[config.mk]
export PLATFORM = sky130hd
export DESIGN_NAME = program_header_scanner_unit
export DESIGN_NICKNAME = d
export VERILOG_FILES = /design/src/sv/phs_pkg.sv /design/src/sv/phs_parser.sv /design/src/sv/phs_out_reg.sv /design/src/sv/program_header_scanner_unit.sv
export SDC_FILE = /design/constraint.sdc
export NUM_CORES = 1
export LEC_CHECK = 0
export ABC_CLOCK_PERIOD_IN_PS = 13700
export BUFFER_PORTS_ARGS = -buffer_cell sky130_fd_sc_hd__buf_2
export CORE_MARGIN = 10
export CORE_UTILIZATION = 62
export DETAILED_ROUTE_END_ITERATION = 8
export GPL_ROUTABILITY_DRIVEN = 1
export GPL_TIMING_DRIVEN = 1
export PLACE_DENSITY = 0.85
export SYNTH_ARGS = -nofsm -noshare
export SYNTH_HDL_FRONTEND = slang
export SYNTH_SLANG_ARGS = --single-unit
[constraint.sdc]
create_clock -name clk -period 13.7 [get_ports clk]
set_clock_uncertainty 0.05 [all_clocks]
set_input_delay 2.74 -clock clk [delete_from_list [all_inputs] [get_ports clk]]
set_output_delay 2.74 -clock clk [all_outputs]
set_load 0.02 [all_outputs]
[src/sv/phs_pkg.sv]
// phs_pkg: shared types and constants for the program header scanner
// no dependencies; used by phs_parser, phs_out_reg and the top level
package phs_pkg;

	localparam int ADDR_BITS_DEF = 24;  // default width of the stream position
	localparam int ADDR_BITS_MAX = 32;
	localparam int FOUND_W       = 24;

	localparam logic [7:0]  MAGIC_RESET = 8'hFC;
	localparam logic [23:0] BASE_RESET  = 24'h0C0000;

	// configuration register byte addresses
	localparam int         PADDR_W    = 3;
	localparam logic [2:0] ADDR_MAGIC = 3'h0;
	localparam logic [2:0] ADDR_BASE  = 3'h4;

	// one parsed header, first field in the highest bits
	typedef struct packed {
		logic [15:0] payload_length;
		logic [7:0]  name_length;
		logic [7:0]  block_number;
		logic [15:0] code_offset;
		logic [7:0]  format_version;
		logic [7:0]  secondary_kind;
		logic [7:0]  program_kind;
		logic [15:0] body_length;
		logic [23:0] found_address;
	} hdr_rec_t;

	localparam int REC_W = $bits(hdr_rec_t);

	// configuration seen by the parser
	typedef struct packed {
		logic [7:0]  magic;
		logic [23:0] base;
	} scan_cfg_t;

endpackage

[src/sv/phs_parser.sv]
// phs_parser: byte-wide header parser state machine and field registers
// depends on phs_pkg
module phs_parser #(
	parameter int ADDRESS_BITS = phs_pkg::ADDR_BITS_DEF
) (
	input  logic                clk,
	input  logic                arst_n,
	input  logic                step,
	input  logic [7:0]          data_byte,
	input  logic                scan_start,
	input  phs_pkg::scan_cfg_t  cfg,
	output logic                emit,
	output phs_pkg::hdr_rec_t   rec
);
	import phs_pkg::*;

	localparam logic [3:0] PH_SEARCH  = 4'd0;
	localparam logic [3:0] PH_LEN_LO  = 4'd1;
	localparam logic [3:0] PH_LEN_HI  = 4'd2;
	localparam logic [3:0] PH_KIND    = 4'd3;
	localparam logic [3:0] PH_SEC     = 4'd4;
	localparam logic [3:0] PH_VER     = 4'd5;
	localparam logic [3:0] PH_OFF_LO  = 4'd6;
	localparam logic [3:0] PH_OFF_HI  = 4'd7;
	localparam logic [3:0] PH_BLOCK   = 4'd8;
	localparam logic [3:0] PH_NAMELEN = 4'd9;
	localparam logic [3:0] PH_NAME    = 4'd10;
	localparam logic [3:0] PH_PAY_LO  = 4'd11;
	localparam logic [3:0] PH_PAY_HI  = 4'd12;
	localparam logic [3:0] PH_SKIP    = 4'd13;

	logic [3:0]              phase_q, phase_d, phase_e;
	logic [ADDRESS_BITS-1:0] pos_q, pos_d, pos_e;
	logic [ADDRESS_BITS-1:0] rec_addr_q, rec_addr_d;
	logic [7:0]              name_cnt_q, name_cnt_d;
	logic [15:0]             skip_q, skip_d;
	logic [15:0]             body_len_q, body_len_d;
	logic [7:0]              kind_q, kind_d;
	logic [7:0]              sec_q, sec_d;
	logic [7:0]              ver_q, ver_d;
	logic [15:0]             offset_q, offset_d;
	logic [7:0]              block_q, block_d;
	logic [7:0]              name_len_q, name_len_d;
	logic [7:0]              pay_lo_q, pay_lo_d;
	logic [15:0]             pay_len;
	logic [ADDR_BITS_MAX-1:0] addr_sum;
	logic [ADDRESS_BITS-1:0]  addr_wrap;
	logic [ADDR_BITS_MAX-1:0] addr_ext;

	// scan start restarts the parser ahead of this byte
	assign phase_e = scan_start ? PH_SEARCH : phase_q;
	assign pos_e   = scan_start ? '0 : pos_q;
	assign pay_len = {data_byte, pay_lo_q};
	assign emit    = (phase_e == PH_PAY_HI);

	// base plus magic position, wrapped to the position width
	assign addr_sum  = ADDR_BITS_MAX'(cfg.base) + ADDR_BITS_MAX'(rec_addr_q);
	assign addr_wrap = addr_sum[ADDRESS_BITS-1:0];
	assign addr_ext  = ADDR_BITS_MAX'(addr_wrap);

	always_comb begin
		rec.found_address  = addr_ext[FOUND_W-1:0];
		rec.body_length    = body_len_q;
		rec.program_kind   = kind_q;
		rec.secondary_kind = sec_q;
		rec.format_version = ver_q;
		rec.code_offset    = offset_q;
		rec.block_number   = block_q;
		rec.name_length    = name_len_q;
		rec.payload_length = pay_len;
	end

	always_comb begin
		phase_d    = phase_e;
		pos_d      = pos_e + ADDRESS_BITS'(1);
		rec_addr_d = rec_addr_q;
		name_cnt_d = name_cnt_q;
		skip_d     = skip_q;
		body_len_d = body_len_q;
		kind_d     = kind_q;
		sec_d      = sec_q;
		ver_d      = ver_q;
		offset_d   = offset_q;
		block_d    = block_q;
		name_len_d = name_len_q;
		pay_lo_d   = pay_lo_q;
		case (phase_e)
			PH_SEARCH: begin
				if (data_byte == cfg.magic) begin
					rec_addr_d = pos_e;
					phase_d    = PH_LEN_LO;
				end
			end
			PH_LEN_LO: begin
				body_len_d = {8'h00, data_byte};
				phase_d    = PH_LEN_HI;
			end
			PH_LEN_HI: begin
				body_len_d = {data_byte, body_len_q[7:0]};
				phase_d    = PH_KIND;
			end
			PH_KIND: begin
				kind_d  = data_byte;
				phase_d = PH_SEC;
			end
			PH_SEC: begin
				sec_d   = data_byte;
				phase_d = PH_VER;
			end
			PH_VER: begin
				ver_d   = data_byte;
				phase_d = PH_OFF_LO;
			end
			PH_OFF_LO: begin
				offset_d = {8'h00, data_byte};
				phase_d  = PH_OFF_HI;
			end
			PH_OFF_HI: begin
				offset_d = {data_byte, offset_q[7:0]};
				phase_d  = PH_BLOCK;
			end
			PH_BLOCK: begin
				block_d = data_byte;
				phase_d = PH_NAMELEN;
			end
			PH_NAMELEN: begin
				name_len_d = data_byte;
				name_cnt_d = data_byte;
				phase_d    = (data_byte == 8'h00) ? PH_PAY_LO : PH_NAME;
			end
			PH_NAME: begin
				name_cnt_d = name_cnt_q - 8'd1;
				if (name_cnt_q == 8'd1) begin
					phase_d = PH_PAY_LO;
				end
			end
			PH_PAY_LO: begin
				pay_lo_d = data_byte;
				phase_d  = PH_PAY_HI;
			end
			PH_PAY_HI: begin
				skip_d  = pay_len;
				phase_d = (pay_len == 16'h0000) ? PH_SEARCH : PH_SKIP;
			end
			PH_SKIP: begin
				skip_d = skip_q - 16'd1;
				if (skip_q == 16'd1) begin
					phase_d = PH_SEARCH;
				end
			end
			default: begin
				phase_d = PH_SEARCH;
			end
		endcase
	end

	always_ff @(posedge clk or negedge arst_n) begin
		if (!arst_n) begin
			phase_q    <= PH_SEARCH;
			pos_q      <= '0;
			rec_addr_q <= '0;
			name_cnt_q <= '0;
			skip_q     <= '0;
			body_len_q <= '0;
			kind_q     <= '0;
			sec_q      <= '0;
			ver_q      <= '0;
			offset_q   <= '0;
			block_q    <= '0;
			name_len_q <= '0;
			pay_lo_q   <= '0;
		end else if (step) begin
			phase_q    <= phase_d;
			pos_q      <= pos_d;
			rec_addr_q <= rec_addr_d;
			name_cnt_q <= name_cnt_d;
			skip_q     <= skip_d;
			body_len_q <= body_len_d;
			kind_q     <= kind_d;
			sec_q      <= sec_d;
			ver_q      <= ver_d;
			offset_q   <= offset_d;
			block_q    <= block_d;
			name_len_q <= name_len_d;
			pay_lo_q   <= pay_lo_d;
		end
	end

`ifndef NO_ASSERTIONS
	a_start_restarts: assert property (@(posedge clk) disable iff (!arst_n)
		(step && scan_start) |=> (phase_q == PH_SEARCH || phase_q == PH_LEN_LO))
		else $error("scan start did not restart the parser");

	a_start_position: assert property (@(posedge clk) disable iff (!arst_n)
		(step && scan_start) |=> (pos_q == ADDRESS_BITS'(1)))
		else $error("position not restarted by scan start");

	a_skip_ends: assert property (@(posedge clk) disable iff (!arst_n)
		(step && !scan_start && phase_q == PH_SKIP && skip_q == 16'd1)
		|=> (phase_q == PH_SEARCH))
		else $error("body skip did not return to search");

	a_emit_no_hold: assert property (@(posedge clk) disable iff (!arst_n)
		(step && emit) |=> !(phase_q == PH_PAY_HI))
		else $error("header end held after emit");
`endif

endmodule

[src/sv/phs_out_reg.sv]
// phs_out_reg: result register toward the output stream
// depends on phs_pkg
module phs_out_reg (
	input  logic               clk,
	input  logic               arst_n,
	input  logic               load,
	input  phs_pkg::hdr_rec_t  rec_in,
	input  logic               take,
	output logic               free,
	output logic               valid,
	output phs_pkg::hdr_rec_t  rec_out
);
	import phs_pkg::*;

	logic     valid_q;
	hdr_rec_t rec_q;

	assign free    = !valid_q || take;
	assign valid   = valid_q;
	assign rec_out = rec_q;

	always_ff @(posedge clk or negedge arst_n) begin
		if (!arst_n) begin
			valid_q <= 1'b0;
		end else if (load) begin
			valid_q <= 1'b1;
		end else if (take) begin
			valid_q <= 1'b0;
		end
	end

	always_ff @(posedge clk) begin
		if (load) begin
			rec_q <= rec_in;
		end
	end

`ifndef NO_ASSERTIONS
	a_load_when_free: assert property (@(posedge clk) disable iff (!arst_n)
		load |-> free)
		else $error("result overwritten before transfer");

	a_load_sets_valid: assert property (@(posedge clk) disable iff (!arst_n)
		load |=> valid_q)
		else $error("loaded result not marked valid");

	a_drain: assert property (@(posedge clk) disable iff (!arst_n)
		(valid_q && take && !load) |=> !valid_q)
		else $error("taken result still valid");
`endif

endmodule

[src/sv/program_header_scanner_unit.sv]
// program_header_scanner_unit: top level of the program header scanner
// depends on phs_pkg, phs_parser and phs_out_reg
//
// Scans a byte stream for the magic byte and parses the program header that
// follows it: body length, kind, secondary kind, version, code offset, block,
// name length, the name (skipped) and the binary length. One record leaves on
// the master side on the byte that completes a header, carrying the absolute
// address of the magic byte (base_address plus stream position, wrapped to
// ADDRESS_BITS). The binary body is then skipped in full and the search
// resumes. A byte with tuser set restarts position and parser; a record cut
// off that way is dropped. Throughput is one byte per clock: a byte lands in
// an input register, the parser state machine consumes it and a finished
// record moves into the output register. A transfer stalls only when a
// record must be written while the output register still holds one that the
// sink has not taken.
// Configuration (APB, byte address 0: magic byte, 4: base address) must be
// written while no bytes are in flight.
module program_header_scanner_unit #(
	parameter int ADDRESS_BITS = phs_pkg::ADDR_BITS_DEF
) (
	input  logic                         clk,
	input  logic                         arst_n,
	// byte stream in
	input  logic                         s_tvalid,
	output logic                         s_tready,
	input  logic [7:0]                   s_tdata,   // [7:0] data_byte
	input  logic                         s_tuser,   // [0] scan_start
	// header records out
	output logic                         m_tvalid,
	input  logic                         m_tready,
	output logic [phs_pkg::REC_W-1:0]    m_tdata,   // found_address, body_length,
	                                                // program_kind, secondary_kind,
	                                                // format_version, code_offset,
	                                                // block_number, name_length,
	                                                // payload_length
	// configuration
	input  logic                         psel,
	input  logic                         penable,
	input  logic                         pwrite,
	input  logic [phs_pkg::PADDR_W-1:0]  paddr,
	input  logic [31:0]                  pwdata,
	output logic [31:0]                  prdata,
	output logic                         pready
);
	import phs_pkg::*;

	// configuration registers
	logic [7:0]  magic_q;
	logic [23:0] base_q;
	logic        cfg_wr;
	scan_cfg_t   cfg;

	// input stage
	logic        valid_s1;
	logic [7:0]  data_s1;
	logic        start_s1;

	// parser and output hand-off
	logic        emit;
	logic        advance;
	logic        out_free;
	logic        load_out;
	hdr_rec_t    rec_new;
	hdr_rec_t    rec_out;

	// apb: always ready, write on the access phase
	assign pready = 1'b1;
	assign cfg_wr = psel && penable && pwrite && pready;

	always_ff @(posedge clk or negedge arst_n) begin
		if (!arst_n) begin
			magic_q <= MAGIC_RESET;
			base_q  <= BASE_RESET;
		end else if (cfg_wr) begin
			case (paddr)
				ADDR_MAGIC: magic_q <= pwdata[7:0];
				ADDR_BASE:  base_q  <= pwdata[23:0];
				default: ;
			endcase
		end
	end

	always_comb begin
		case (paddr)
			ADDR_MAGIC: prdata = {24'h000000, magic_q};
			ADDR_BASE:  prdata = {8'h00, base_q};
			default:    prdata = 32'h0000_0000;
		endcase
	end

	assign cfg.magic = magic_q;
	assign cfg.base  = base_q;

	// the held byte steps the parser unless its record has nowhere to go
	assign advance  = valid_s1 && (!emit || out_free);
	assign load_out = advance && emit;
	assign s_tready = !valid_s1 || advance;

	// input register: refilled whenever the held byte moves on
	always_ff @(posedge clk or negedge arst_n) begin
		if (!arst_n) begin
			valid_s1 <= 1'b0;
		end else if (s_tready) begin
			valid_s1 <= s_tvalid;
		end
	end

	always_ff @(posedge clk) begin
		if (s_tready && s_tvalid) begin
			data_s1  <= s_tdata;
			start_s1 <= s_tuser;
		end
	end

	phs_parser #(
		.ADDRESS_BITS (ADDRESS_BITS)
	) u_parser (
		.clk        (clk),
		.arst_n     (arst_n),
		.step       (advance),
		.data_byte  (data_s1),
		.scan_start (start_s1),
		.cfg        (cfg),
		.emit       (emit),
		.rec        (rec_new)
	);

	phs_out_reg u_out (
		.clk     (clk),
		.arst_n  (arst_n),
		.load    (load_out),
		.rec_in  (rec_new),
		.take    (m_tready),
		.free    (out_free),
		.valid   (m_tvalid),
		.rec_out (rec_out)
	);

	assign m_tdata = rec_out;

`ifndef NO_ASSERTIONS
	a_s1_holds: assert property (@(posedge clk) disable iff (!arst_n)
		(valid_s1 && !advance) |=> (valid_s1 && $stable(data_s1) && $stable(start_s1)))
		else $error("held byte lost while stalled");

	a_accept_fills: assert property (@(posedge clk) disable iff (!arst_n)
		(s_tvalid && s_tready) |=> valid_s1)
		else $error("accepted byte not captured");

	a_stall_cause: assert property (@(posedge clk) disable iff (!arst_n)
		(valid_s1 && !advance) |-> (emit && m_tvalid && !m_tready))
		else $error("stall without a blocked record");
`endif

endmodule
* Yosys cells after proc, flatten, opt, wreduce, memory -nomap -nowiden
Cells that the tools add are included.
Widths: inputs -> output; s select.
** Storage, ports and cells
- Memory bits (read-only) :: 0
- Flip-flop bits (word level) :: 311
- Logic and storage cells :: 103
- Latch bits :: 0
- Memories kept :: 0
- RAM bits :: 0
** Operators by class
- Muxes and demuxes :: 15
- Divide/modulo/power cells :: 0
- $mul :: 0
- Eq/ne operators :: 17
- Bitwise logic cells :: 2
- Shifts and indexed selects :: 0
- $lt $le $gt $ge :: 0
- $add $sub $neg :: 4
- Reduce and logical (&&, ||, !) cells :: 35
** Operators with widths (number)
- $pmux 16 s2 :: 3
- $pmux 4 s14 :: 1
- $pmux 24 s2 :: 1
- $add 24x1->24 const B :: 1
- $add 24x24->24 :: 1
- $eq 4x4->1 const B :: 6
- $mux 24 :: 1
- $reduce_and 2->1 :: 12
- $mux 4 :: 5
- $eq 16x1->1 const B :: 1
- $eq 4x3->1 const B :: 4
- $logic_not 16->1 :: 1
- $pmux 8 s2 :: 1
- $sub 16x1->16 const B :: 1
- $reduce_bool 2->1 :: 5
- $reduce_and 3->1 :: 3
- $eq 4x2->1 const B :: 2
- $eq 8x1->1 const B :: 1
- $eq 8x8->1 :: 1
- $logic_not 8->1 :: 1
- $sub 8x1->8 const B :: 1
- $logic_and 1x1->1 :: 5
- $eq 4x1->1 const B :: 1
- $logic_not 4->1 :: 1
- 6 further kinds :: 13

* Depth between registers and ports, before layout
Gate-level depths: netlist of run 1.
- Depth after elaboration :: 7
- Gate-level depth with buffers :: 10

* By module
From an unflattened synthesis of run 1, not the netlist that was laid out.
** Second synthesis, totals
- Cell total of the unflattened synthesis :: 1124
- Area total of the unflattened synthesis :: 13877.1 µm²
** Modules (own cells, without submodules)
- phs_parser :: times used 1, cells an instance 873, area an instance 8530.7 µm²
- phs_out_reg :: times used 1, cells an instance 115, area an instance 3410.8 µm²
- program_header_scanner_unit :: times used 1, cells an instance 136, area an instance 1935.6 µm²

* Least setup slack after synthesis of run 1
OpenSTA, ideal clock, no wires.
- Kind :: input port to flip-flop
- Start point :: input port m_tready
- End point :: register u_out.rec_q, in the netlist u_out.rec_out[0], enable pin
- Arrival time :: 8.024 ns
- Library setup time :: 0.584 ns
- Slack :: 5.042 ns
- Stages :: 5
- Path buffers :: 2
- Cell sequence :: nand2b_1 o41ai_4 buf_6 buf_2 nor2_1
** Between the ends
- Longest elaborated chain between the ends :: 4
** RTL lines
- from (decl) :: line program_header_scanner_unit.sv:30 : input logic m_tready,
- $logic_or 1x1->1 :: line phs_out_reg.sv:18 : assign free = !valid_q || take;
- $logic_or 1x1->1 :: line program_header_scanner_unit.sv:95 : assign advance = valid_s1 && (!emit || out_free);
- $logic_and 1x1->1 :: line program_header_scanner_unit.sv:95
- $logic_and 1x1->1 :: line program_header_scanner_unit.sv:96 : assign load_out = advance && emit;
- net load_out :: line program_header_scanner_unit.sv:62 : logic load_out;
- to (signal assigned) :: line phs_out_reg.sv:34 : rec_q <= rec_in;
- to (decl) :: line phs_out_reg.sv:16 : hdr_rec_t rec_q;
The timed path passes the listed nets, and every way through them passes these cells.
A chain may end at the register's enable or synchronous reset.

* Worst setup path after layout of run 1
- Start point :: input port paddr[1] (netlist bit)
- End point :: output port prdata[12]
** Between the ends
- Longest elaborated chain between the ends :: 2
** RTL lines
- from (decl) :: line program_header_scanner_unit.sv:40 : input logic [phs_pkg::PADDR_W-1:0] paddr,
- $eq 3x3->1 / $logic_not 3->1 (equally long branches) :: line program_header_scanner_unit.sv:84 : case (paddr)
- $pmux 24 s2 * :: line program_header_scanner_unit.sv:84
- to (decl) :: line program_header_scanner_unit.sv:42 : output logic [31:0] prdata,
Mark *: on every way between the ends. The rest lies on a longest branch, timed or not.

==> results of run 1 <==
-- logic make-up (layout without fill, tap and decap cells) --
group | count (synthesis) | in the layout
muxes | 104 | 104
other | 2 | 9
DFF | 311 | 311
adders and majority gates | 29 | 29
AOI/OAI and AO/OA | 218 | 218
xor gates and xnor gates | 40 | 40
and+or+nand+nor | 340 | 340
buffers and inverters | 90 | 271
-- per-layer routing --
| layer | wire length [µm] | track usage, % | vias up | part of all wire (%) |
|---|---|---|---|---|
| li1 | - | - | 4476 | - |
| met1 | 14030 | 31.64 | 4769 | 42 |
| met2 | 15740 | 34.74 | 432 | 47 |
| met3 | 2657 | 3.517 | 60 | 8.0 |
| met4 | 767 | 6.486 | 0 | 2.3 |
| met5 | 0 | 0 | - | 0 |
-- placed cells by master (no fill, tap or decap), types with 5 or more instances in the layout --
cell type	netlist	final
nor2_1	52	50
and3_1	29	29
conb_1	2	9
nand2_1	118	118
a22oi_1	7	7
nand3_1	23	23
nor3_1	28	28
dfrtp_1	182	182
a31oi_1	7	7
a22o_1	8	8
dfstp_2	8	8
nor4_1	11	11
o211ai_1	6	6
a21oi_1	51	51
o41ai_2	5	5
edfxtp_1	121	121
mux2_2	87	87
nand4_1	9	9
o21ai_1	7	7
clkbuf_8	0	5
ha_1	28	28
a21o_1	8	8
xor2_1	13	13
clkbuf_1	30	5
nand2b_1	5	5
xnor2_1	27	27
mux2i_1	13	13
o22ai_1	13	13
o21ai_0	67	67
buf_4	11	12
clkinv_2	0	6
nor2b_1	9	9
clkbuf_16	0	32
buf_2	17	179
inv_1	22	22
nand3b_1	13	13
-- area by class of cell --
class	instances	area (µm²)	area share [%]
Clock buffer	41	874.6	5.469
Clock inverter	15	167.7	1.048
Inverter	23	86.33	0.5398
Multi-Input combinational cell	740	5116	31.99
Sequential cell	311	8398	52.51
Tap cell	280	350.3	2.191
Timing Repair Buffer	192	999.7	6.251
-- critical path, stage by stage --
cell	delay [ns]
buf_2	0.10
nor2_1	0.64
and3_1	0.25
buf_2	0.17
-- power by group --
part | leakage [nW] | switching, W | internal, W | total, W
clock | 0.518 | 0.000345 | 0.000505 | 0.000850
combinational | 3.01 | 0.000202 | 0.000167 | 0.000369
sequential | 3.63 | 0.000120 | 0.00114 | 0.00126
-- through the flow --
step / hold WS (ns) / setup WS (ns) / util [%] / instances / total power (W)
6_report: 0.3897 / 7.005 / 72.83 / 1602 / 0.002479
5_1_grt: 0.3997 / 6.887 / 72.83 / 1602 / 0.002576
4_1_cts: 0.3887 / 7.034 / 72.83 / 1602 / 0.002482
3_5_place_dp: 0.3751 / 7.023 / 68.09 / 1546 / 0.001632
3_3_place_gp: 0.3749 / 7.170 / 68.09 / 1546 / 0.001598
2_1_floorplan: 0.3694 / 5.042 / - / 1141 / 0.001512
-- how the worst max path moves through the flow --
stage                         from                    endpoint  slack (ns)
after floorplan           m_tready  u_out.rec_out[0]$_DFFE_PP_        5.04
after global placement    paddr[1]                  prdata[10]        7.17
after detailed placement  paddr[1]                  prdata[12]        7.02
after CTS                 paddr[1]                  prdata[14]        7.03
after global routing      paddr[1]                  prdata[16]        6.89
final                     paddr[1]                  prdata[12]        7.01
-- registers in the layout, summed over array words and instances, names as in the netlist, 16 cells and up --
register and cells:
u_parser.offset_q 16, u_parser.skip_q 16, base_q 24, u_out.rec_out 112
u_parser.body_len_q 16, u_parser.rec_addr_q 24, u_parser.pos_q 24
==> summary.md, run 1 <==
| Metric | Value |
|---|---|
| Nature of the critical path startpoint | input pin |
| Netlist cell types | 81 |
| Max-slew violations | 0 |
| Max Cap Violations | 0 |
| Mapped Cells | 1134 |
| TritonRoute pass-1 iters | 5 |
| Starting DRT DRC Count | slightly above 1000 |
| Synth top area share | about 33% |
| Final instance area | between 15000 and 20000 µm² |
| Syn. warnings | 0 |
| Initial antenna violation count | 0 |
| Status | complete, no violations |
| Post-Synth Simple-Gate Area | 12.87% |
| Final period util | 48.87% |
| GRT Total Usage | between 20 and 25% |
| P&R area growth vs syn | 14.91% |
| Pwr/cell area | approximately 160 nW/µm² |
| Via count | 9737 |
| Reg2reg start | u_parser.phase_q[0]$_DFFE_PN0N_ |
| Bufs on Longest Clock Path | 3 |
| Die Wd | between 150 and 200 µm |
| RePlAce Congestion | between 0.8 and 0.9 |
| Asr flop ratio synth | 61.09% |
| CTS sink cnt | 311 |
| Synth Area in Compound Gates | 10.11% |
| TritonCTS clock tree | done |
| R2r setup slk | 9.76 ns |
| Vias in the first global route | 9344 |
| Min-delay src | u_parser.sec_q[4]$_DFFE_PN0P_ |
| Post-cts gate resize count | 0 |
| # DRC | 0 |
| P_leak | 7.154 nW |
| # IOs | 198 |
| Vias per inst | approximately 6.1 |
| Synth Register Bits | 311 |
| Cell Area, Placed | approximately 15000 µm² |
| DP Wirelength | 22370 µm |
| Adder-cell share of the synthesized area | 2.661% |
| Hold path depth | 0 |
| Mean Syn Cell Area | between 10 and 15 µm² |
| Post-synth EDFFs | 121 |
| Post-Synth XOR/XNOR Area | 2.517% |
| Fmax achieved | 149.4 MHz |
| # H-tree levels | 1 |
| Crit path arrival time | between 3 and 4 ns |
| Diode count | 0 |
| Post-CTS Setup Inserts | 0 |
| Mapped Area | 13920 µm² |
| Critical Path Fanout Max | 17 |
| Largest net degree at the start of global routing | between 100 and 150 |
| Worst Hold End | u_out.rec_out[52]$_DFFE_PP_ |
| Rows | 54 |
| Synth area leader | dfrtp_1 |
| Min-Delay Path Class | reg2reg |
| TritonCTS Buffers | 30 |
| Die Y | approximately 170 µm |
| Final setup viols | 0 |
| Antenna-violating nets left | 0 |
| Post-route minimum period | approximately 6.7 ns |
| Main combinational cell family by area after synthesis | simple AND/OR/NAND/NOR gates |
| CP Class | in2out |
| TNS Setup | 0 ns |
| Root Buffer | clkbuf_16 |
| Ys flop type | dfrtp_1 |
| Grt total ovfl | 0 |
| Port bufs | 180 |
| Wire length per cell | 20.72 µm |
| Worst-Skew Late Latency | about 0.55 ns |
| Most common cell in the synthesized netlist | dfrtp_1 |
| Core area | around 22000 µm² |
| Endpoints failing hold | 0 |
| RSZ-0062 raised after global routing | false |
| Initial Util | 63.38% |
| Nets | 1378 |
| Dominant cells by area after synthesis | dfrtp_1 33%, edfxtp_1 26%, mux2_2 7.0%, nand2_1 3.2%, ha_1 2.5% |
| Top cells by count, synth | 182 x dfrtp_1, 121 x edfxtp_1, 118 x nand2_1 |
| WL final | around 33000 µm |
| Slew HR | 18.45% |
| Critical path endpoint category | primary output |
| CP Data Required Time | 10.91 ns |
| First-pass GRT wire length | 51750 µm |
| Share of cells above drive strength 1 | 27.76% |
| Sequential area share after synthesis | about 60% |
| Peak VDD IR | 0.1136 mV |
| FF-to-FF End | u_out.rec_out[101]$_DFFE_PP_ |
| Hold Buf Count CTS | 0 |
| R2R cell count | 4 |
| Reg clk slew, reported paths | 0.06 ns |
| Mux cell area share after synthesis | 8.298% |
| Worst-Margin Slew | ~1.2 ns |
| Layout fillers | 1384 |
| Die ar. | 28840 µm² |
Note: power is estimated with default switching activity, not from simulation.
==> run 2: changes to the inputs <==
--- a/config.mk
+++ b/config.mk
@@ -5,14 +5,14 @@
 export SDC_FILE = /design/constraint.sdc
 export NUM_CORES = 1
 export LEC_CHECK = 0
-export ABC_CLOCK_PERIOD_IN_PS = 13700
+export ABC_CLOCK_PERIOD_IN_PS = 5600
 export BUFFER_PORTS_ARGS = -buffer_cell sky130_fd_sc_hd__buf_2
 export CORE_MARGIN = 10
-export CORE_UTILIZATION = 62
+export CORE_UTILIZATION = 52
 export DETAILED_ROUTE_END_ITERATION = 8
 export GPL_ROUTABILITY_DRIVEN = 1
 export GPL_TIMING_DRIVEN = 1
-export PLACE_DENSITY = 0.85
+export PLACE_DENSITY = 0.76
 export SYNTH_ARGS = -nofsm -noshare
 export SYNTH_HDL_FRONTEND = slang
 export SYNTH_SLANG_ARGS = --single-unit
==> constraint.sdc (replaced) <==
create_clock -name clk -period 5.6 [get_ports clk]
set_clock_uncertainty 0.05 [all_clocks]
set_input_delay 1.12 -clock clk [delete_from_list [all_inputs] [get_ports clk]]
set_output_delay 1.12 -clock clk [all_outputs]
set_load 0.02 [all_outputs]
==> summary.md, run 2 (synthesized netlist as in run 1, its figures left out) <==
| Metric | Value |
|---|---|
| Worst path slowest cell | dfrtp_1 (was nor2_1) |
| WL final | 32480 µm (was 33200 µm) |
| Post-cts gate resize count | 0 (unchanged) |
| Endpoints failing hold | 0 (unchanged) |
| Core area | 26210 µm² (was 21960 µm²) |
| Nets | 1380 (was 1378) |
| Final setup viols | 0 (unchanged) |
| Crit path buffers/inverters | 1 (was 2) |
| Max-slew violations | 0 (unchanged) |
| GRT Total Usage | 18.46% (was 22.23%) |
| CP Class | reg2out (was in2out) |
| Vias per inst | 5.771 (was 6.078) |
| CP dominant cell by count | nor2_1 (was buf_2) |
| Cell family with most CP delay | simple AND/OR/NAND/NOR gates (unchanged) |
| Nature of the critical path startpoint | flop (was input pin) |
| Largest net degree at the start of global routing | 124 (was 120) |
| P_leak | 7.175 nW (was 7.154 nW) |
| Die Y | 183.6 µm (was 169.8 µm) |
| CTS sink cnt | 311 (unchanged) |
| DP Wirelength | 21870 µm (was 22370 µm) |
| Hold Buf Count CTS | 0 (unchanged) |
| # H-tree levels | 1 (unchanged) |
| Reg2reg start | u_parser.phase_q[0]$_DFFE_PN0N_ (unchanged) |
| Switch Pwr | 0.001633 W (was 0.0006665 W) |
| Pwr/cell area | 379.9 nW/µm² (was 155.0 nW/µm²) |
| Post-route minimum period | about 3.8 ns |
| Min-delay src | u_parser.ver_q[1]$_DFFE_PN0P_ (was u_parser.sec_q[4]$_DFFE_PN0P_) |
| Starting DRT DRC Count | 914 (was 1018) |
| Worst-Margin Slew | 1.242 ns (was 1.222 ns) |
| Share of cells above drive strength 1 | 27.79% (was 27.76%) |
| Port bufs | 180 (unchanged) |
| Final Util | 61.48% (was 72.83%) |
| Antenna-violating nets left | 0 (unchanged) |
| Largest stage delay on the critical path | 0.68 ns (was 0.64 ns) |
| Critical path endpoint category | primary output (unchanged) |
| Max reg flops | 112 (unchanged) |
| Reg clk slew, reported paths | 0.06 ns (about the same) |
| RSZ-0062 raised after global routing | false (unchanged) |
| Critical Path Fanout Max | 23 (was 17) |
| Non-filler instance count after layout | 1661 (was 1602) |
| TritonCTS Buffers | 31 (was 30) |
| Commonest non-fill, non-tap cells in the layout | 182 x dfrtp_1, 179 x buf_2, 121 x edfxtp_1, 118 x nand2_1, 87 x mux2_2 (unchanged) |
| Status | complete, no violations (unchanged) |
| Cell internal pwr | 0.004489 W (was 0.001812 W) |
| Vias in the first global route | 9211 (was 9344) |
| Wire length per cell | 19.55 µm (was 20.72 µm) |
| Hold path depth | 0 (unchanged) |
| Most common cell after layout, fill and taps aside | dfrtp_1 (unchanged) |
| TNS Setup | 0 ns (unchanged) |
| Final period util | 67.85% |
| Switching share of total power | 26.67% (was 26.89%) |
| Critical path, cell by cell | nor2_1 -> nand3_1 -> nor2_1 -> nand2_1 -> buf_2 (was buf_2 -> nor2_1 -> and3_1 -> buf_2) |
| Rows | 59 (was 54) |
| Die ar. | 33710 µm² (was 28840 µm²) |
| Initial antenna violation count | 3 (was 0) |
| Initial Util | 53.11% (was 63.38%) |
| Slew HR | 17.11% (was 18.45%) |
| Post-CTS Setup Inserts | 0 (unchanged) |
| Max Cap Violations | 0 (unchanged) |
| Crit path arrival time | 2.63 ns (was 3.90 ns) |
| # IOs | 198 (unchanged) |
| Seq pwr share | 50.1% (was 50.8%) |
| # DRC | 0 (unchanged) |
| Bufs on Longest Clock Path | 3 (unchanged) |
| R2r setup slk | 2.02 ns (was 9.76 ns) |
| TritonRoute pass-1 iters | 5 (unchanged) |
| Grt total ovfl | 0 (unchanged) |
| Via count | 9585 (was 9737) |
| P&R area growth vs syn | 15.78% (was 14.91%) |
| Worst-Skew Late Latency | 0.58 ns (was 0.55 ns) |
| CP Data Required Time | 4.43 ns (was 10.91 ns) |
| Worst Hold End | u_out.rec_out[57]$_DFFE_PP_ (was u_out.rec_out[52]$_DFFE_PP_) |
| Min-Delay Path Class | reg2reg (unchanged) |
| Logic pwr share | 14.5% (was 14.9%) |
| TritonCTS clock tree | done (unchanged) |
| Die Wd | 183.6 µm (was 169.8 µm) |
| FF-to-FF End | u_out.rec_out[24]$_DFFE_PP_ (was u_out.rec_out[101]$_DFFE_PP_) |
| RePlAce Congestion | 0.8841 (was 0.8902) |
| Placed insts | 1602 (was 1546) |
| Final Total Pwr | 0.006122 W (was 0.002479 W) |
| First-pass GRT wire length | 50490 µm (was 51750 µm) |
| R2R cell count | 5 (was 4) |
| Fmax achieved | 263.2 MHz |
| Root Buffer | clkbuf_16 (unchanged) |
| Peak VDD IR | 0.2601 mV (was 0.1136 mV) |
| Worst hold margin | 0.3906 ns (was 0.3897 ns) |
| Clock network fraction of total power | 35.4% (was 34.3%) |
-- run 2: changes by cell type in the layout (fill, tap and decap cells not counted), sizes merged --
cell	previous run	this run
clkinv	10	8
clkinvlp	0	1
bufinv	3	5
diode	0	2
inv	25	26
buf	191	192
clkbuf	42	41
-- run 2: worst max path at each step --
stage | start | end | slack (ns) | cells past startpoint
2_1_floorplan | m_tready | u_out.rec_out[0]$_DFFE_PP_ | 0.46 | 5
3_3_place_gp | m_tready | u_out.rec_out[56]$_DFFE_PP_ | 2.07 | 6
3_5_place_dp | m_tready | u_out.rec_out[62]$_DFFE_PP_ | 2.01 | 6
4_1_cts | u_parser.phase_q[0]$_DFFE_PN0N_ | s_tready | 1.81 | 5
5_1_grt | u_parser.phase_q[0]$_DFFE_PN0N_ | s_tready | 1.57 | 5
6_report | u_parser.phase_q[0]$_DFFE_PN0N_ | s_tready | 1.80 | 5
-- run 2: final cells by class --
type / count / area (µm²)
Fill cell: 2024 / 10090
Inverter: 23 / 86.33
Multi-Input combinational cell: 740 / 5116
Clock inverter: 17 / 229.0
Antenna cell: 2 / 5.005
Clock buffer: 40 / 839.6
Sequential cell: 311 / 8398
Timing Repair Buffer: 193 / 1020
Tap cell: 335 / 419.2
-- run 2: layer usage --
metal	global-route usage, %	wire (µm)	vias up
met5	0	0	-
met4	6.000	881	0
met3	3.103	2186	68
met2	28.39	15060	319
met1	26.16	14350	4740
li1	-	-	4458
-- run 2: through the flow --
step | area (µm²) | worst slack, ns
3_3_place_gp | 15040 | 2.070
2_1_floorplan | 13950 | 0.4599
4_1_cts | 16110 | 1.808
6_report | 16110 | 1.800
5_1_grt | 16110 | 1.566
3_5_place_dp | 15040 | 2.009
-- run 2: power by group through the flow --
stage	sequential [W]	combinational, W	clock, W
after floorplan	0.00300	0.000701	0
after global placement	0.00308	0.000840	0
after detailed placement	0.00310	0.000880	0
after CTS	0.00306	0.000889	0.00221
after global routing	0.00311	0.000978	0.00229
final	0.00307	0.000887	0.00217
==> run 3: changes to the inputs <==
--- a/config.mk
+++ b/config.mk
@@ -5,14 +5,14 @@
 export SDC_FILE = /design/constraint.sdc
 export NUM_CORES = 1
 export LEC_CHECK = 0
-export ABC_CLOCK_PERIOD_IN_PS = 5600
+export ABC_CLOCK_PERIOD_IN_PS = 3700
 export BUFFER_PORTS_ARGS = -buffer_cell sky130_fd_sc_hd__buf_2
 export CORE_MARGIN = 10
-export CORE_UTILIZATION = 52
+export CORE_UTILIZATION = 57
 export DETAILED_ROUTE_END_ITERATION = 8
 export GPL_ROUTABILITY_DRIVEN = 1
 export GPL_TIMING_DRIVEN = 1
-export PLACE_DENSITY = 0.76
+export PLACE_DENSITY = 0.79
 export SYNTH_ARGS = -nofsm -noshare
 export SYNTH_HDL_FRONTEND = slang
 export SYNTH_SLANG_ARGS = --single-unit
==> constraint.sdc (replaced) <==
create_clock -name clk -period 3.7 [get_ports clk]
set_clock_uncertainty 0.05 [all_clocks]
set_input_delay 0.74 -clock clk [delete_from_list [all_inputs] [get_ports clk]]
set_output_delay 0.74 -clock clk [all_outputs]
set_load 0.02 [all_outputs]
==> summary.md, run 3 (synthesized netlist as in run 1, its figures left out) <==
| Metric | Value |
|---|---|
| Root Buffer | clkbuf_16 (unchanged) |
| Max Cap Violations | 0 (unchanged) |
| # DRC | 0 (unchanged) |
| Hold Buf Count CTS | 0 (unchanged) |
| Reg clk slew, reported paths | 0.07 ns (was 0.06 ns) |
| Share of cells above drive strength 1 | 28.27% (was 27.79%) |
| Vias per inst | 5.799 (was 5.771) |
| TNS Setup | 0 ns (unchanged) |
| CP Data Required Time | 2.91 ns (was 4.43 ns) |
| GRT Total Usage | 20.56% (was 18.46%) |
| Most common cell after layout, fill and taps aside | dfrtp_1 (unchanged) |
| Starting DRT DRC Count | 720 (was 914) |
| Max-slew violations | 0 (unchanged) |
| Nature of the critical path startpoint | flop (unchanged) |
| Final setup viols | 0 (unchanged) |
| Final Util | 67.27% (was 61.48%) |
| Min-Delay Path Class | in2async (was reg2reg) |
| Die ar. | 31070 µm² (was 33710 µm²) |
| P&R area growth vs syn | 16.86% (was 15.78%) |
| Initial antenna violation count | 1 (was 3) |
| RSZ-0062 raised after global routing | false (unchanged) |
| Critical Path Fanout Max | 13 (was 23) |
| Worst-Margin Slew | 0.8617 ns (was 1.242 ns) |
| Max reg flops | 112 (unchanged) |
| Post-CTS Setup Inserts | 0 (unchanged) |
| # IOs | 198 (unchanged) |
| Dpl ws | 0.9100 ns (was 2.009 ns) |
| Post-cts gate resize count | 0 (unchanged) |
| TritonCTS Buffers | 30 (was 31) |
| Die Y | 176.3 µm (was 183.6 µm) |
| Crit path arrival time | 2.57 ns (was 2.63 ns) |
| Nets | 1387 (was 1380) |
| Commonest non-fill, non-tap cells in the layout | 182 x dfrtp_1, 179 x buf_2, 121 x edfxtp_1, 118 x nand2_1, 87 x mux2_2 (unchanged) |
| WL final | 33040 µm (was 32480 µm) |
| TritonCTS clock tree | done (unchanged) |
| Grt total ovfl | 0 (unchanged) |
| Die Wd | 176.3 µm (was 183.6 µm) |
| Final WS setup | 0.3447 ns (was 1.800 ns) |
| Wire length per cell | 19.96 µm (was 19.55 µm) |
| Fmax achieved | 298.0 MHz |
| Final period util | 90.68% |
| Final instance area | 16260 µm² (was 16110 µm²) |
| Critical path endpoint category | primary output (unchanged) |
| Post-route minimum period | 3.355 ns |
| Pwr/cell area | 581.3 nW/µm² (was 379.9 nW/µm²) |
| TritonRoute pass-1 iters | 5 (unchanged) |
| First-pass GRT wire length | 51980 µm (was 50490 µm) |
| Endpoints failing hold | 0 (unchanged) |
| Slew HR | 42.34% (was 17.11%) |
| Worst-Skew Late Latency | 0.57 ns (was 0.58 ns) |
| CP Class | reg2out (unchanged) |
| Bufs on Longest Clock Path | 3 (unchanged) |
| Initial Util | 57.56% (was 53.11%) |
| Largest net degree at the start of global routing | 81 (was 124) |
| Cell Area, Placed | 15120 µm² (was 15040 µm²) |
| Core area | 24180 µm² (was 26210 µm²) |
| P_leak | 7.249 nW (was 7.175 nW) |
| Peak VDD IR | 0.4514 mV (was 0.2601 mV) |
| Status | complete, no violations (unchanged) |
| Antenna-violating nets left | 0 (unchanged) |
| Vias in the first global route | 9418 (was 9211) |
| Layout fillers | 1673 (was 2024) |
| DP Wirelength | 22470 µm (was 21870 µm) |
| RePlAce Congestion | 0.8722 (was 0.8841) |
| Rows | 57 (was 59) |
| Port bufs | 180 (unchanged) |
| CTS sink cnt | 311 (unchanged) |
| # H-tree levels | 1 (unchanged) |
| Via count | 9598 (was 9585) |
==> run 3: changes by cell type in the layout (fill, tap and decap cells not counted), sizes merged, moves of 3 or more <==
cell    before  now
bufinv       5    8
inv         26   23
clkbuf      41   35
clkinv       8   11
buf        192  200
==> run 3: critical path, stage by stage (launching register included) <==
cell     delay (ns)
dfrtp_1        0.63
nor2b_1        0.53
nand3_1        0.30
nor2_1         0.18
nand2_1        0.12
buf_2          0.23
==> run 3: through the flow <==
stage               power, W  hold WS, ns  std cells
floorplan           0.005597       0.3694       1141
global placement    0.005927       0.3741       1599
detailed placement  0.006035       0.3766       1599
CTS                 0.009479       0.1846       1654
global route        0.009846       0.2195       1655
finish              0.009454       0.1740       1655
==> run 3: cell type report <==
class                   instances  area [µm²]  share of cell area [%]
diodes                          1       2.502                 0.01539
well taps                     324       405.4                   2.493
inverters                      23       86.33                  0.5309
clock buffers                  34       807.0                   4.962
repair buffers                201        1117                   6.870
flip-flops and latches        311        8398                   51.64
multi-input cells             740        5116                   31.46
clock inverters                21       330.3                   2.031
==> run 3: worst paths after layout <==
path,cells after the start,slack [ns],startpoint,to
worst max-delay path,5,0.34,u_parser.phase_q[3]$_DFFE_PN0N_,s_tready
worst min-delay path,1,0.17,arst_n,u_parser.pos_q[20]$_DFFE_PN0N_
worst max register to register,4,0.93,u_parser.phase_q[3]$_DFFE_PN0N_,u_out.rec_out[12]$_DFFE_PP_
worst min register to register,0,0.38,u_parser.offset_q[11]$_DFFE_PN0P_,u_out.rec_out[75]$_DFFE_PP_
max in group asynchronous,2,2.58,arst_n,u_parser.ver_q[1]$_DFFE_PN0P_
min in group clk,1,0.30,s_tdata[1],data_s1[1]$_DFFE_PP_
==> run 3: power breakdown <==
part	switching (W)	leakage [nW]	internal [W]
Combinational	0.000737	3.07	0.000631
Clock	0.00131	0.552	0.00212
Sequential	0.000427	3.63	0.00422
Total	0.00248	7.25	0.00698
==> run 3: metal layers <==
metal / wire length [µm] / part of all wire (%) / GRT usage (%)
met5: 0 / 0 / 0
met4: 568 / 1.7 / 5.016
met3: 2619 / 7.9 / 4.443
met2: 15580 / 47 / 31.92
met1: 14270 / 43 / 29.02
